## src/design/assert_macros.svh

```systemverilog
// assertion macros used by the bounding circle grow top design file
// depends on a clock named clk and a synchronous reset named rst in the including scope
`ifndef ASSERT_MACROS_SVH
`define ASSERT_MACROS_SVH

// property that must hold at every clock edge outside reset
`define BCG_ASSERT(label, prop, msg) \
  label: assert property (@(posedge clk) disable iff (rst) (prop)) else $error(msg);

// antecedent in any cycle implies consequent in the next
`define BCG_ASSERT_NEXT(label, ante, cons, msg) \
  label: assert property (@(posedge clk) disable iff (rst) (ante) |=> (cons)) else $error(msg);

`endif

```

## src/design/bcg_pkg.sv

```systemverilog
// shared constants and types for the bounding circle grow block
// no dependencies
package bcg_pkg;

  localparam int COORD_BITS_DEF = 16;

  localparam logic [1:0] REG_GROW_MODE      = 2'd0;
  localparam logic [1:0] REG_START_CENTER_X = 2'd1;
  localparam logic [1:0] REG_START_CENTER_Y = 2'd2;
  localparam logic [1:0] REG_START_RADIUS   = 2'd3;

  localparam logic MODE_RECENTER = 1'b0;
  localparam logic MODE_EXPAND   = 1'b1;

  typedef struct packed {
    logic busy;
    logic done;
  } bcg_sts_t;

endpackage

```

## src/design/bcg_mul.sv

```systemverilog
// bit-serial shift-add multiplier with an addend, one multiplier bit per cycle
// depends on bcg_pkg
module bcg_mul #(
  parameter int W = bcg_pkg::COORD_BITS_DEF + 1
) (
  input  logic             clk,
  input  logic             rst,
  input  logic             start,
  input  logic [W-1:0]     a,
  input  logic [W-1:0]     b,
  input  logic [W-1:0]     addend,
  output logic [2*W-1:0]   prod,
  output bcg_pkg::bcg_sts_t sts
);

  localparam int CNT_W = $clog2(W + 1);

  logic [W-1:0]     acc_hi;
  logic [W-1:0]     acc_lo;
  logic [W-1:0]     mcand;
  logic [CNT_W-1:0] cnt;
  logic             busy;
  logic             done;
  logic [W:0]       sum;

  assign sum = {1'b0, acc_hi} + (acc_lo[0] ? {1'b0, mcand} : {(W + 1){1'b0}});

  always_ff @(posedge clk) begin
    if (rst) begin
      busy <= 1'b0;
      done <= 1'b0;
      cnt  <= '0;
    end else begin
      done <= 1'b0;
      if (start) begin
        busy <= 1'b1;
        cnt  <= CNT_W'(W);
      end else if (busy) begin
        cnt <= cnt - CNT_W'(1);
        if (cnt == CNT_W'(1)) begin
          busy <= 1'b0;
          done <= 1'b1;
        end
      end
    end
  end

  always_ff @(posedge clk) begin
    if (start) begin
      acc_hi <= addend;
      acc_lo <= b;
      mcand  <= a;
    end else if (busy) begin
      acc_hi <= sum[W:1];
      acc_lo <= {sum[0], acc_lo[W-1:1]};
    end
  end

  assign prod = {acc_hi, acc_lo};
  assign sts  = '{busy: busy, done: done};

endmodule

```

## src/design/bcg_sqrt.sv

```systemverilog
// digit-serial integer square root, one root bit per cycle
// depends on bcg_pkg
module bcg_sqrt #(
  parameter int N = bcg_pkg::COORD_BITS_DEF + 1
) (
  input  logic             clk,
  input  logic             rst,
  input  logic             start,
  input  logic [2*N-1:0]   radicand,
  output logic [N-1:0]     root,
  output bcg_pkg::bcg_sts_t sts
);

  localparam int CNT_W = $clog2(N + 1);

  logic [2*N-1:0]   rad;
  logic [N+1:0]     rem;
  logic [N-1:0]     root_r;
  logic [CNT_W-1:0] cnt;
  logic             busy;
  logic             done;
  logic [N+1:0]     rem_sh;
  logic [N+1:0]     trial;
  logic             fits;

  assign rem_sh = {rem[N-1:0], rad[2*N-1:2*N-2]};
  assign trial  = {root_r, 2'b01};
  assign fits   = rem_sh >= trial;

  always_ff @(posedge clk) begin
    if (rst) begin
      busy <= 1'b0;
      done <= 1'b0;
      cnt  <= '0;
    end else begin
      done <= 1'b0;
      if (start) begin
        busy <= 1'b1;
        cnt  <= CNT_W'(N);
      end else if (busy) begin
        cnt <= cnt - CNT_W'(1);
        if (cnt == CNT_W'(1)) begin
          busy <= 1'b0;
          done <= 1'b1;
        end
      end
    end
  end

  always_ff @(posedge clk) begin
    if (start) begin
      rad    <= radicand;
      rem    <= '0;
      root_r <= '0;
    end else if (busy) begin
      rad <= {rad[2*N-3:0], 2'b00};
      if (fits) begin
        rem    <= rem_sh - trial;
        root_r <= {root_r[N-2:0], 1'b1};
      end else begin
        rem    <= rem_sh;
        root_r <= {root_r[N-2:0], 1'b0};
      end
    end
  end

  assign root = root_r;
  assign sts  = '{busy: busy, done: done};

endmodule

```

## src/design/bcg_div.sv

```systemverilog
// restoring serial divider, one quotient bit per cycle
// depends on bcg_pkg; needs the upper half of num below den
module bcg_div #(
  parameter int N = bcg_pkg::COORD_BITS_DEF + 1
) (
  input  logic             clk,
  input  logic             rst,
  input  logic             start,
  input  logic [2*N-1:0]   num,
  input  logic [N:0]       den,
  output logic [N-1:0]     quo,
  output bcg_pkg::bcg_sts_t sts
);

  localparam int CNT_W = $clog2(N + 1);

  logic [N:0]       rem;
  logic [N:0]       dvsr;
  logic [N-1:0]     qsh;
  logic [CNT_W-1:0] cnt;
  logic             busy;
  logic             done;
  logic [N+1:0]     rem_sh;
  logic [N+1:0]     diff;
  logic             ge;

  assign rem_sh = {rem, qsh[N-1]};
  assign ge     = rem_sh >= {1'b0, dvsr};
  assign diff   = rem_sh - {1'b0, dvsr};

  always_ff @(posedge clk) begin
    if (rst) begin
      busy <= 1'b0;
      done <= 1'b0;
      cnt  <= '0;
    end else begin
      done <= 1'b0;
      if (start) begin
        busy <= 1'b1;
        cnt  <= CNT_W'(N);
      end else if (busy) begin
        cnt <= cnt - CNT_W'(1);
        if (cnt == CNT_W'(1)) begin
          busy <= 1'b0;
          done <= 1'b1;
        end
      end
    end
  end

  always_ff @(posedge clk) begin
    if (start) begin
      rem  <= {1'b0, num[2*N-1:N]};
      qsh  <= num[N-1:0];
      dvsr <= den;
    end else if (busy) begin
      rem <= ge ? diff[N:0] : rem_sh[N:0];
      qsh <= {qsh[N-2:0], ge};
    end
  end

  assign quo = qsh;
  assign sts = '{busy: busy, done: done};

endmodule

```

## src/design/bounding_circle_grow_top.sv

```systemverilog
// Bounding circle grow: keeps a circle (center, radius) around a stream of signed fixed point
// points, reloading it from the start registers on a point flagged first, and either moves the
// center toward an outside point by half of its distance beyond the circle, the radius becoming
// the mean of that distance and the old radius (recenter mode), or stretches the radius to the
// point (expand mode). One result leaves for every point. Points are taken one at a time and the
// block is busy until the result is in the output register. The work is done by bit-serial units:
// the squares and the center offsets go through shift-add multipliers, the distance through a
// one-bit-per-cycle square root and the offset scaling through restoring dividers.
// depends on bcg_pkg, bcg_mul, bcg_sqrt, bcg_div and assert_macros.svh
`include "assert_macros.svh"

module bounding_circle_grow_top #(
  parameter int  COORD_BITS = bcg_pkg::COORD_BITS_DEF,
  localparam int APB_W  = (COORD_BITS >= 32) ? 64 : 32,
  localparam int ADDR_W = (COORD_BITS >= 32) ? 5 : 4,
  localparam int IN_W   = ((2 * COORD_BITS + 7) / 8) * 8,
  localparam int OUT_W  = ((3 * COORD_BITS + 2 + 7) / 8) * 8
) (
  input  logic              clk,
  input  logic              rst,
  // request in
  input  logic              s_tvalid,
  output logic              s_tready,
  input  logic [IN_W-1:0]   s_tdata,   // point_x, point_y
  input  logic              s_tuser,   // first_point
  // result out
  output logic              m_tvalid,
  input  logic              m_tready,
  output logic [OUT_W-1:0]  m_tdata,   // center_x, center_y, radius_out, grew
  // configuration
  input  logic              psel,
  input  logic              penable,
  input  logic              pwrite,
  input  logic [ADDR_W-1:0] paddr,
  input  logic [APB_W-1:0]  pwdata,
  output logic [APB_W-1:0]  prdata,
  output logic              pready
);

  localparam int C = COORD_BITS;
  localparam int N = COORD_BITS + 1;

  localparam logic [3:0] S_IDLE = 4'd0;
  localparam logic [3:0] S_DIFF = 4'd1;
  localparam logic [3:0] S_SQ   = 4'd2;
  localparam logic [3:0] S_SUM  = 4'd3;
  localparam logic [3:0] S_CMP  = 4'd4;
  localparam logic [3:0] S_ROOT = 4'd5;
  localparam logic [3:0] S_DLAT = 4'd6;
  localparam logic [3:0] S_PROD = 4'd7;
  localparam logic [3:0] S_QUOT = 4'd8;
  localparam logic [3:0] S_DONE = 4'd9;

  localparam logic [C-1:0] CMAX = {1'b0, {(C - 1){1'b1}}};
  localparam logic [C-1:0] CMIN = {1'b1, {(C - 1){1'b0}}};

  logic [3:0]     state;

  logic           grow_mode;
  logic [C-1:0]   start_cx;
  logic [C-1:0]   start_cy;
  logic [N-1:0]   start_r;
  logic [1:0]     reg_idx;

  logic [C-1:0]   cx;
  logic [C-1:0]   cy;
  logic [N-1:0]   cr;
  logic [C-1:0]   pt_x;
  logic [C-1:0]   pt_y;
  logic [N-1:0]   adx;
  logic [N-1:0]   ady;
  logic           sx;
  logic           sy;
  logic [2*N-1:0] sq;
  logic [N-1:0]   d;

  logic [C-1:0]   res_cx;
  logic [C-1:0]   res_cy;
  logic [N-1:0]   res_r;
  logic           res_grew;
  logic [C-1:0]   out_cx;
  logic [C-1:0]   out_cy;
  logic [N-1:0]   out_r;
  logic           out_grew;

  logic [N-1:0]   dx;
  logic [N-1:0]   dy;
  logic [N-1:0]   adx_c;
  logic [N-1:0]   ady_c;
  logic [N-1:0]   dmr;
  logic           outside;

  logic             sq_phase;
  logic             mul_go;
  logic [N-1:0]     m0_a, m0_b, m1_a, m1_b, m_add;
  logic [2*N-1:0]   prod0, prod1, prod2;
  bcg_pkg::bcg_sts_t mul0_sts, mul1_sts, mul2_sts;
  logic [N-1:0]     root;
  bcg_pkg::bcg_sts_t sqrt_sts;
  logic [N-1:0]     quo0, quo1;
  bcg_pkg::bcg_sts_t div0_sts, div1_sts;

  logic [N:0]     ncx_w;
  logic [N:0]     ncy_w;
  logic [C-1:0]   ncx;
  logic [C-1:0]   ncy;
  logic [N:0]     nr_sum;
  logic [N-1:0]   nr;

  // configuration port
  assign pready  = 1'b1;
  assign reg_idx = paddr[ADDR_W-1:ADDR_W-2];

  always_ff @(posedge clk) begin
    if (rst) begin
      grow_mode <= bcg_pkg::MODE_RECENTER;
      start_cx  <= '0;
      start_cy  <= '0;
      start_r   <= '0;
    end else if (psel && penable && pwrite && pready) begin
      unique case (reg_idx)
        bcg_pkg::REG_GROW_MODE:      grow_mode <= pwdata[0];
        bcg_pkg::REG_START_CENTER_X: start_cx  <= pwdata[C-1:0];
        bcg_pkg::REG_START_CENTER_Y: start_cy  <= pwdata[C-1:0];
        bcg_pkg::REG_START_RADIUS:   start_r   <= pwdata[N-1:0];
      endcase
    end
  end

  always_comb begin
    unique case (reg_idx)
      bcg_pkg::REG_GROW_MODE:      prdata = APB_W'(grow_mode);
      bcg_pkg::REG_START_CENTER_X: prdata = APB_W'(start_cx);
      bcg_pkg::REG_START_CENTER_Y: prdata = APB_W'(start_cy);
      bcg_pkg::REG_START_RADIUS:   prdata = APB_W'(start_r);
    endcase
  end

  // offsets from the center
  assign dx    = {pt_x[C-1], pt_x} - {cx[C-1], cx};
  assign dy    = {pt_y[C-1], pt_y} - {cy[C-1], cy};
  assign adx_c = dx[N-1] ? (~dx + N'(1)) : dx;
  assign ady_c = dy[N-1] ? (~dy + N'(1)) : dy;
  assign dmr   = d - cr;
  assign outside = sq > prod2;

  // multipliers: squares first, then offset times (d - r) plus d
  assign sq_phase = (state == S_DIFF);
  assign mul_go   = sq_phase || (state == S_DLAT && grow_mode == bcg_pkg::MODE_RECENTER);
  assign m0_a  = sq_phase ? adx_c : adx;
  assign m0_b  = sq_phase ? adx_c : dmr;
  assign m1_a  = sq_phase ? ady_c : ady;
  assign m1_b  = sq_phase ? ady_c : dmr;
  assign m_add = sq_phase ? '0 : d;

  bcg_mul #(.W(N)) u_mul0 (
    .clk(clk), .rst(rst), .start(mul_go), .a(m0_a), .b(m0_b), .addend(m_add),
    .prod(prod0), .sts(mul0_sts)
  );

  bcg_mul #(.W(N)) u_mul1 (
    .clk(clk), .rst(rst), .start(mul_go), .a(m1_a), .b(m1_b), .addend(m_add),
    .prod(prod1), .sts(mul1_sts)
  );

  bcg_mul #(.W(N)) u_mul2 (
    .clk(clk), .rst(rst), .start(sq_phase), .a(cr), .b(cr), .addend('0),
    .prod(prod2), .sts(mul2_sts)
  );

  bcg_sqrt #(.N(N)) u_sqrt (
    .clk(clk), .rst(rst), .start(state == S_CMP && outside), .radicand(sq),
    .root(root), .sts(sqrt_sts)
  );

  bcg_div #(.N(N)) u_div0 (
    .clk(clk), .rst(rst), .start(state == S_PROD && mul0_sts.done), .num(prod0),
    .den({d, 1'b0}), .quo(quo0), .sts(div0_sts)
  );

  bcg_div #(.N(N)) u_div1 (
    .clk(clk), .rst(rst), .start(state == S_PROD && mul1_sts.done), .num(prod1),
    .den({d, 1'b0}), .quo(quo1), .sts(div1_sts)
  );

  // recentered circle with saturation
  assign ncx_w = sx ? ({cx[C-1], cx[C-1], cx} - {1'b0, quo0})
                    : ({cx[C-1], cx[C-1], cx} + {1'b0, quo0});
  assign ncy_w = sy ? ({cy[C-1], cy[C-1], cy} - {1'b0, quo1})
                    : ({cy[C-1], cy[C-1], cy} + {1'b0, quo1});
  assign ncx = ((ncx_w[C+1] != ncx_w[C]) || (ncx_w[C] != ncx_w[C-1]))
               ? (ncx_w[C+1] ? CMIN : CMAX) : ncx_w[C-1:0];
  assign ncy = ((ncy_w[C+1] != ncy_w[C]) || (ncy_w[C] != ncy_w[C-1]))
               ? (ncy_w[C+1] ? CMIN : CMAX) : ncy_w[C-1:0];
  assign nr_sum = {1'b0, d} + {1'b0, cr} + (N + 1)'(1);
  assign nr     = nr_sum[N:1];

  assign s_tready = (state == S_IDLE);

  // sequencer and circle state
  always_ff @(posedge clk) begin
    if (rst) begin
      state <= S_IDLE;
      cx    <= '0;
      cy    <= '0;
      cr    <= '0;
    end else begin
      unique case (state)
        S_IDLE: begin
          if (s_tvalid) begin
            if (s_tuser) begin
              cx <= start_cx;
              cy <= start_cy;
              cr <= start_r;
            end
            state <= S_DIFF;
          end
        end
        S_DIFF: state <= S_SQ;
        S_SQ: begin
          if (mul0_sts.done) begin
            state <= S_SUM;
          end
        end
        S_SUM: state <= S_CMP;
        S_CMP: state <= outside ? S_ROOT : S_DONE;
        S_ROOT: begin
          if (sqrt_sts.done) begin
            state <= S_DLAT;
          end
        end
        S_DLAT: begin
          if (grow_mode == bcg_pkg::MODE_EXPAND) begin
            cr    <= d;
            state <= S_DONE;
          end else begin
            state <= S_PROD;
          end
        end
        S_PROD: begin
          if (mul0_sts.done) begin
            state <= S_QUOT;
          end
        end
        S_QUOT: begin
          if (div0_sts.done) begin
            cx    <= ncx;
            cy    <= ncy;
            cr    <= nr;
            state <= S_DONE;
          end
        end
        S_DONE: begin
          if (!m_tvalid || m_tready) begin
            state <= S_IDLE;
          end
        end
        default: state <= S_IDLE;
      endcase
    end
  end

  // working data
  always_ff @(posedge clk) begin
    if (state == S_IDLE && s_tvalid) begin
      pt_x <= s_tdata[C-1:0];
      pt_y <= s_tdata[2*C-1:C];
    end
    if (state == S_DIFF) begin
      adx <= adx_c;
      ady <= ady_c;
      sx  <= dx[N-1];
      sy  <= dy[N-1];
    end
    if (state == S_SUM) begin
      sq <= prod0 + prod1;
    end
    if (state == S_ROOT && sqrt_sts.done) begin
      d <= (root == '0) ? N'(1) : root;
    end
    if (state == S_CMP && !outside) begin
      res_cx   <= cx;
      res_cy   <= cy;
      res_r    <= cr;
      res_grew <= 1'b0;
    end
    if (state == S_DLAT && grow_mode == bcg_pkg::MODE_EXPAND) begin
      res_cx   <= cx;
      res_cy   <= cy;
      res_r    <= d;
      res_grew <= (d != cr);
    end
    if (state == S_QUOT && div0_sts.done) begin
      res_cx   <= ncx;
      res_cy   <= ncy;
      res_r    <= nr;
      res_grew <= (ncx != cx) || (ncy != cy) || (nr != cr);
    end
  end

  // output register
  always_ff @(posedge clk) begin
    if (rst) begin
      m_tvalid <= 1'b0;
    end else if (state == S_DONE && (!m_tvalid || m_tready)) begin
      m_tvalid <= 1'b1;
    end else if (m_tready) begin
      m_tvalid <= 1'b0;
    end
  end

  always_ff @(posedge clk) begin
    if (state == S_DONE && (!m_tvalid || m_tready)) begin
      out_cx   <= res_cx;
      out_cy   <= res_cy;
      out_r    <= res_r;
      out_grew <= res_grew;
    end
  end

  assign m_tdata = OUT_W'({out_grew, out_r, out_cy, out_cx});

  // checks
  `BCG_ASSERT(a_units_idle,
    (state != S_IDLE) || !(mul0_sts.busy || mul1_sts.busy || mul2_sts.busy ||
                           sqrt_sts.busy || div0_sts.busy || div1_sts.busy),
    "arithmetic unit busy while waiting for a request")
  `BCG_ASSERT_NEXT(a_radius_grows, state != S_IDLE, cr >= $past(cr),
    "radius shrank while working on a request")
  `BCG_ASSERT_NEXT(a_inside_no_grow, (state == S_CMP) && !outside, !res_grew,
    "point inside the circle flagged as growth")

endmodule

```

## config.mk

```make
export PLATFORM = sky130hd
export DESIGN_NAME = bounding_circle_grow_top
export DESIGN_NICKNAME = d
export VERILOG_FILES = /design/src/design/bcg_pkg.sv /design/src/design/bcg_mul.sv /design/src/design/bcg_sqrt.sv /design/src/design/bcg_div.sv /design/src/design/bounding_circle_grow_top.sv
export VERILOG_INCLUDE_DIRS = /design/src /design/src/design
export SDC_FILE = /design/constraint.sdc
export NUM_CORES = 2
export LEC_CHECK = 0
export BUFFER_PORTS_ARGS = -buffer_cell sky130_fd_sc_hd__buf_2
export CAP_MARGIN = 20
export CORE_UTILIZATION = 63
export CTS_CLUSTER_DIAMETER = 80
export DETAILED_ROUTE_END_ITERATION = 8
export PLACE_DENSITY = 0.84
export SLEW_MARGIN = 10
export SYNTH_ARGS = -nofsm -noshare
export SYNTH_HDL_FRONTEND = slang
export SYNTH_SLANG_ARGS = --single-unit
```

## constraint.sdc

```tcl
create_clock -name clk -period 5.9 [get_ports clk]
set_clock_uncertainty 0.1 [all_clocks]
set_input_delay 1.18 -clock clk [delete_from_list [all_inputs] [get_ports clk]]
set_output_delay 1.18 -clock clk [all_outputs]
set_load 0.01 [all_outputs]
```

* Word-level counts from Yosys, hierarchy flattened
Index checks and enable logic that the tools add are counted.
** Storage, ports and cells
- Memories :: 0
- Bits of input ports :: 76
- Bits in latches :: 0
- Flip-flop bits (word level) :: 688
- Memory bits (read-only) :: 0
- RAM bits :: 0
- Output and inout bits :: 91
** Cells by class
- Eq/ne operators :: 34
- Add/subtract/negate cells :: 24
- Bitwise logic cells :: 7
- Reduce and logical (&&, ||, !) cells :: 49
- Multiplexer cells :: 111
- Magnitude comparators :: 4
- Divide/modulo/power cells :: 0
- Shift operators :: 0
- $mul :: 0
** Operator list (count)
- $mux W17 :: 36
- $mux W16 :: 16
- $pmux W32 S4 :: 1
- $mux W18 :: 4
- $mux W34 :: 2
- $pmux W16 S2 :: 2
- $mux W5 :: 12
- $add A17 B18 Y18 :: 3
- $pmux W17 S3 :: 1
- $pmux W4 S10 :: 1
- $ge A19 B18 Y1 :: 2
- $add A18 B17 Y18 :: 2
- $sub A18 B17 Y18 :: 2
- $sub A18 B18 Y18 :: 2
- $add A17 B1 Y17 const B :: 2
- $add A34 B34 Y34 :: 1
- $gt A34 B34 Y1 :: 1
- $ne A17 B17 Y1 :: 2
- $not A17 Y17 :: 2
- $sub A16 B16 Y17 :: 2
- $sub A17 B17 Y17 :: 2
- $mux W4 :: 8
- $ne A16 B16 Y1 :: 2
- $eq A5 B1 Y1 const B :: 6
- other kinds (29) :: 115

* Longest topological paths before layout
- Word-level depth :: 9
- Mapped depth :: 24

* Cells and area by module
Synthesis repeated with hierarchy kept, for this count alone.
** Second synthesis, totals
- Cell total of the unflattened synthesis :: 4529
- Area total of the unflattened synthesis :: 44227.4 um2
** Modules (own cells, without submodules)
- bounding_circle_grow_top :: instances 1, cells each 2627, area an instance 22915.7 um2, sequential area each 8318.0 um2
- bcg_div :: instances 2, cells each 344, area an instance 3816.2 um2, sequential area each 1721.7 um2
- bcg_sqrt :: instances 1, cells each 379, area an instance 3996.3 um2, sequential area each 1841.8 um2
- bcg_mul (u_mul2) :: instances 1, cells each 290, area an instance 3261.9 um2, sequential area each 1671.6 um2
- bcg_mul (u_mul1) :: instances 1, cells each 276, area an instance 3219.3 um2, sequential area each 1671.6 um2
- bcg_mul (u_mul0) :: instances 1, cells each 269, area an instance 3201.8 um2, sequential area each 1671.6 um2

* Least setup slack after synthesis
Ideal clock, no wire load.
- Path type :: register to register
- Start :: register u_div0.qsh[0] (netlist: u_div0.quo[0])
- End :: register res_grew (data pin)
- Cell stages (with the launch flop) :: 23
- Arrival time :: 4807 ps
- Buffers on the path :: 2
- Data required time :: 5540 ps
- Slack :: 733 ps
- Library setup time :: 260 ps
- Clock period less this slack :: 5167 ps
- Cells stage by stage :: edfxtp_1 > inv_1 > ha_1 > nand2b_1 > or4_1 > nor4_1 > a21o_1 > xnor2_1 > ha_1 > clkbuf_1 > and2_1 > a221o_1 > a31oi_1 > a21oi_1 > or3_1 > buf_2 > a22oi_2 > o21ai_0 > a2111oi_0 > o2111a_1 > nand4_1 > nor4_1 > nor2_1
** Between the ends
- Longest elaborated chain between the ends :: 9
- Elaborated cells between the ends (all ways) :: 12
- Those cells by class :: add/sub: 2; eq/ne: 3; mux: 4; reduce/logical: 3
** RTL lines
- from (decl) :: line bcg_div.sv:19 : logic [N-1:0] qsh;
- from (signal assigned) :: line bcg_div.sv:54 : qsh <= num[N-1:0];
- from (signal assigned) :: line bcg_div.sv:58 : qsh <= {qsh[N-2:0], ge};
- $add A18 B17 Y18 / $sub A18 B17 Y18 (equally long branches) :: line bounding_circle_grow_top.sv:188, bounding_circle_grow_top.sv:187
- $mux W18 * :: line bounding_circle_grow_top.sv:187 : assign ncx_w = sx ? ({cx[C-1], cx[C-1], cx} - {1'b0, quo0})
- $ne A1 B1 Y1 :: line bounding_circle_grow_top.sv:191 : assign ncx = ((ncx_w[C+1] != ncx_w[C]) || (ncx_w[C] != ncx_w[C-1]))
- $logic_or A1 B1 Y1 :: line bounding_circle_grow_top.sv:191
- $mux W16 * :: line bounding_circle_grow_top.sv:192 : ? (ncx_w[C+1] ? CMIN : CMAX) : ncx_w[C-1:0];
- $ne A16 B16 Y1 * :: line bounding_circle_grow_top.sv:297 : res_grew <= (ncx != cx) || (ncy != cy) || (nr != cr);
- $logic_or A1 B1 Y1 * (2 in series) :: line bounding_circle_grow_top.sv:297
- $mux W1 * :: line bounding_circle_grow_top.sv:293 : if (state == S_QUOT && div0_sts.done) begin
- to (signal assigned) :: line bounding_circle_grow_top.sv:291 : res_grew <= (d != cr);
- to (signal assigned) :: line bounding_circle_grow_top.sv:297
- to (decl) :: line bounding_circle_grow_top.sv:80 : logic res_grew;
Every way passes the cells marked *; elsewhere a longest branch is shown, timed or not.
A chain may end at the register's enable or synchronous reset.

* Final worst setup path
- Start :: register u_div1.qsh[5] (netlist: u_div1.quo[5])
- End :: register res_grew (data pin)
** Between the ends
- Longest elaborated chain between the ends :: 9
- Elaborated cells between the ends (all ways) :: 12
- Those cells by class :: add/sub: 2; eq/ne: 3; mux: 4; reduce/logical: 3
** RTL lines
- from (decl) :: line bcg_div.sv:19
- from (signal assigned) :: line bcg_div.sv:54
- from (signal assigned) :: line bcg_div.sv:58
- $add A18 B17 Y18 / $sub A18 B17 Y18 (equally long branches) :: line bounding_circle_grow_top.sv:190, bounding_circle_grow_top.sv:189
- $mux W18 * :: line bounding_circle_grow_top.sv:189 : assign ncy_w = sy ? ({cy[C-1], cy[C-1], cy} - {1'b0, quo1})
- $ne A1 B1 Y1 :: line bounding_circle_grow_top.sv:193 : assign ncy = ((ncy_w[C+1] != ncy_w[C]) || (ncy_w[C] != ncy_w[C-1]))
- $logic_or A1 B1 Y1 :: line bounding_circle_grow_top.sv:193
- $mux W16 * :: line bounding_circle_grow_top.sv:194 : ? (ncy_w[C+1] ? CMIN : CMAX) : ncy_w[C-1:0];
- $ne A16 B16 Y1 * :: line bounding_circle_grow_top.sv:297
- $logic_or A1 B1 Y1 * (2 in series) :: line bounding_circle_grow_top.sv:297
- $mux W1 * :: line bounding_circle_grow_top.sv:293
Marks and branches as above.

==> flow_summary_export.csv <==
group,metric,value,unit
clocking,ctsHoldBuffers,0,
power,vdd_drop_max,0.000369,V
timing,fmax,0.177,GHz
placement,dp_cells,5193,
yosys,synth-main-ff-cell,"edfxtp_1",
timing,worst_slew_pin_slew,1.18,ns
status,status,"finished, final reports clean",
power,leakage,17.6,nW
route,drt-total-wl,121000,µm
clocking,post_cts_buffers,0,
placement,post-place-ws,0.216,ns
timing,timing.setup.tns,0,ns
floorplan,design.core.area,64800,µm²
min_path,min_path_type,"flip-flop to flip-flop",
cells_and_area,fillerInstances,4787,
min_path,min_path_cells,0,
setup_path,ff2ff_path_depth,17,
yosys,yosysWarnings,0,
global_route,grt_pass1_wl,183000,µm
power,p_per_area,555,nW/µm²
yosys,synthCells,4352,
setup_path,path_max_fanout,11,
placement,numPortBuffers,127,
setup_path,cp_cell_sequence,"or4_4 -> nor3_1 -> a31oi_1 -> xnor2_1 -> ha_1 -> and4_1 -> nand2_1 -> o211ai_1 -> o211a_4 -> nor4_2 -> o2111ai_1 -> and3_1 -> a21o_1 -> a2111oi_2 -> o2111ai_1 -> nor4_1 -> nor2_1",
timing,slew_viol_final,0,
job,cap_violations,0,
clocking,clock-sinks,688,
route,ant_nets,0,
timing,post-route-period-util,95.7,%
setup_path,rrSetupSlack,0.25,ns
route,firstDrtPassIters,8,
yosys,yosys.area.top_type,"edfxtp_1",
power,power_frac_comb,50.2,%
global_route,grt_pass1_vias,31890,
min_path,whs_endpoint,"out_r[7]",
setup_path,critPathRequiredTime,6.17,ns
power,seqPwrFrac,31.0,%
clocking,clock_path_buffers,3,
clocking,clock_latency,0.64,ns
yosys,synth_area_leaders,"edfxtp_1 (33%), dfxtp_1 (11%), ha_1 (8.6%), a21oi_1 (4.4%), nand2_1 (4.2%)",
cells_and_area,stdcell_count,5328,
setup_path,cp_slowest_cell,"or4_4",
clocking,cts_root_buf,"clkbuf_16",
global_route,grt_use_total,35.6,%
timing,setup_ws,0.254,ns
power,sw_frac_of_total,42.7,%
floorplan,die_w,259,µm
setup_path,crit_type,"flip-flop to flip-flop",
yosys,synth_edf_count,457,
setup_path,crit_path_end_kind,"flip-flop",
timing,post-route-min-period,5.65,ns
yosys,ys_seq_elements,688,
cells_and_area,final_nets,4787,
cells_and_area,area_delta_synth_final,9.20,%
clocking,cts_resized,0,
clocking,clk_pin_slew_worst_paths,0.06,ns
route,drc,0,
setup_path,cp_slowest_stage_delay,0.60,ns
setup_path,timing.rr.start,"u_div1.quo[5]",
global_route,grt_start_max_net_pins,90,
yosys,ys_seq_area_share,44.1,%
global_route,antenna_found_initial,1,
placement,hpwlAfterDp,88300,µm
timing,setup_viol,0,
cells_and_area,drive_above_1_share,9.50,%
route,wl_per_cell,22.7,µm
yosys,synth_area_per_cell,9.56,µm²
setup_path,crit_arrival,5.92,ns
power,clock_power_share,18.8,%
power,p_int,14.4,mW
clocking,cts_tree,"yes",
min_path,holdCritStartpoint,"res_r[7]",
clocking,cts_inserted_buffers,72,
route,viasPerCell,6.38,
setup_path,worstReg2RegEnd,"res_grew",
global_route,grt_overflow_total,0,
yosys,synth.top_cell.area_share,33.0,%
route,num_vias,34002,
timing,finalHoldViolCount,0,
yosys,syn_area,41600,µm²
setup_path,crit_path_frequent_cell,"o2111ai_1",
setup_path,start_kind,"flip-flop",
timing,max_slew_margin,20.4,%
clocking,htree_levels,3,
floorplan,dieArea,67000,µm²
yosys,async_flop_share,0,%
floorplan,die_height,259,µm
route,drt-initial-drc-count,3617,
floorplan,rows,93,
placement,gp_congestion,1.01,
yosys,synth_cell_types,108,
floorplan,initial_core_util,64.2,%
floorplan,io_pins,167,
power,p_sw,10.8,mW
-- worst max-delay path by stage --
stage             startpoint       end  cells after the start
2_1_floorplan  u_div0.quo[0]  res_grew                     22
3_3_place_gp   u_div0.quo[0]  res_grew                     21
3_5_place_dp   u_div0.quo[0]  res_grew                     21
4_1_cts        u_div0.quo[0]  res_grew                     21
5_1_grt        u_div0.quo[0]  res_grew                     21
6_report       u_div1.quo[5]  res_grew                     17
-- state kept, by name, summed over array words and instances (netlist names), 18 cells and up --
signal / cells
sq: 34
u_sqrt.rad: 34
u_div0.rem: 18
u_div1.rem: 18
-- cells in the mapped netlist (all sizes together), types with 20 or more instances --
cell	instances
nor2	355
nand4	33
nand3	69
a211oi	67
or3	40
and2	71
o21a	39
a21boi	26
edfxtp	457
a31oi	45
nand2b	40
xor2	68
o21ai	223
xnor2	178
inv	275
and3	29
o31ai	27
clkbuf	165
nand2	461
ha	286
buf	55
a21o	64
o221ai	26
nor4	20
a21oi	365
a22oi	38
nor2b	51
nor3	103
mux2i	73
mux2	55
dfxtp	231
o21bai	21
-- power by group through the flow --
stage / clock (mW) / sequential, mW / combinational [mW]
finish: 4.74 / 7.81 / 12.7
global route: 4.93 / 7.86 / 13.8
CTS: 4.76 / 7.75 / 12.4
detailed placement: 0 / 7.84 / 12.2
global placement: 0 / 7.81 / 11.9
floorplan: 0 / 7.31 / 9.45
-- cell usage in the layout, fill, tap and decap left out, types with 27 or more instances in the layout --
cell type / instances
and3_1: 27
mux2i_1: 73
nand2_1: 460
nand4_1: 33
inv_1: 271
a211oi_1: 66
nor2_1: 353
o21a_1: 39
dfxtp_1: 230
o21ai_0: 211
xor2_1: 68
nand3_1: 69
edfxtp_1: 457
a31oi_1: 43
ha_1: 285
a21oi_1: 362
and2_1: 71
nor3_1: 98
mux2_2: 55
or3_1: 40
a22oi_1: 37
xnor2_1: 178
a21o_1: 64
nand2b_1: 39
nor2b_1: 51
clkbuf_16: 74
buf_2: 126
buf_4: 62
-- worst max-delay path: cells and delay by family (launching register included) --
family | cells | cell delay (ns)
flip-flops | 1 | 0.46
adder cells (fa/ha/maj) | 1 | 0.35
AO/OA/AOI/OAI | 7 | 1.86
XOR/XNOR | 1 | 0.26
AND/OR/NAND/NOR | 8 | 2.37
-- through the flow --
| stage | power, mW | util (%) | area (µm²) | hold WS, ns |
|---|---|---|---|---|
| 2_1_floorplan | 16.8 | - | 41700 | 0.300 |
| 3_3_place_gp | 19.7 | 66.2 | 42900 | 0.303 |
| 3_5_place_dp | 20.0 | 66.2 | 42900 | 0.305 |
| 4_1_cts | 24.9 | 70.0 | 45400 | 0.318 |
| 5_1_grt | 26.6 | 70.1 | 45400 | 0.325 |
| 6_report | 25.2 | 70.1 | 45400 | 0.317 |
-- per-layer routing --
layer,GRT usage [%],up-vias,part of all wire (%)
li1,-,15864,-
met1,47.1,16121,39
met2,55.1,1667,45
met3,5.92,348,9.7
met4,21.2,2,6.5
met5,0,-,0.0083
-- logic make-up (layout without fill, tap and decap cells) --
kind of cell / after synthesis / after routing / share of synthesized area, %
fa+ha+maj: 298 / 298 / 9.18
xor+xnor: 251 / 251 / 5.45
mux: 129 / 129 / 3.30
other cells: 2 / 23 / 0.0181
compound gates: 1122 / 1122 / 17.5
flops: 688 / 688 / 44.1
simple gates: 1364 / 1364 / 15.6
buf+inv: 498 / 598 / 4.83
-- cell type report --
cell class	instances	area (µm²)	area share, %
antenna	1	2.50	0.00551
clock buffer	92	1950	4.29
clock inverter	41	484	1.07
inverter	276	1040	2.29
multi-input combinational	3186	21400	47.2
sequential	688	18300	40.4
tap	855	1070	2.36
timing repair buffer	189	1110	2.44
(Power assumes the default switching activity.)
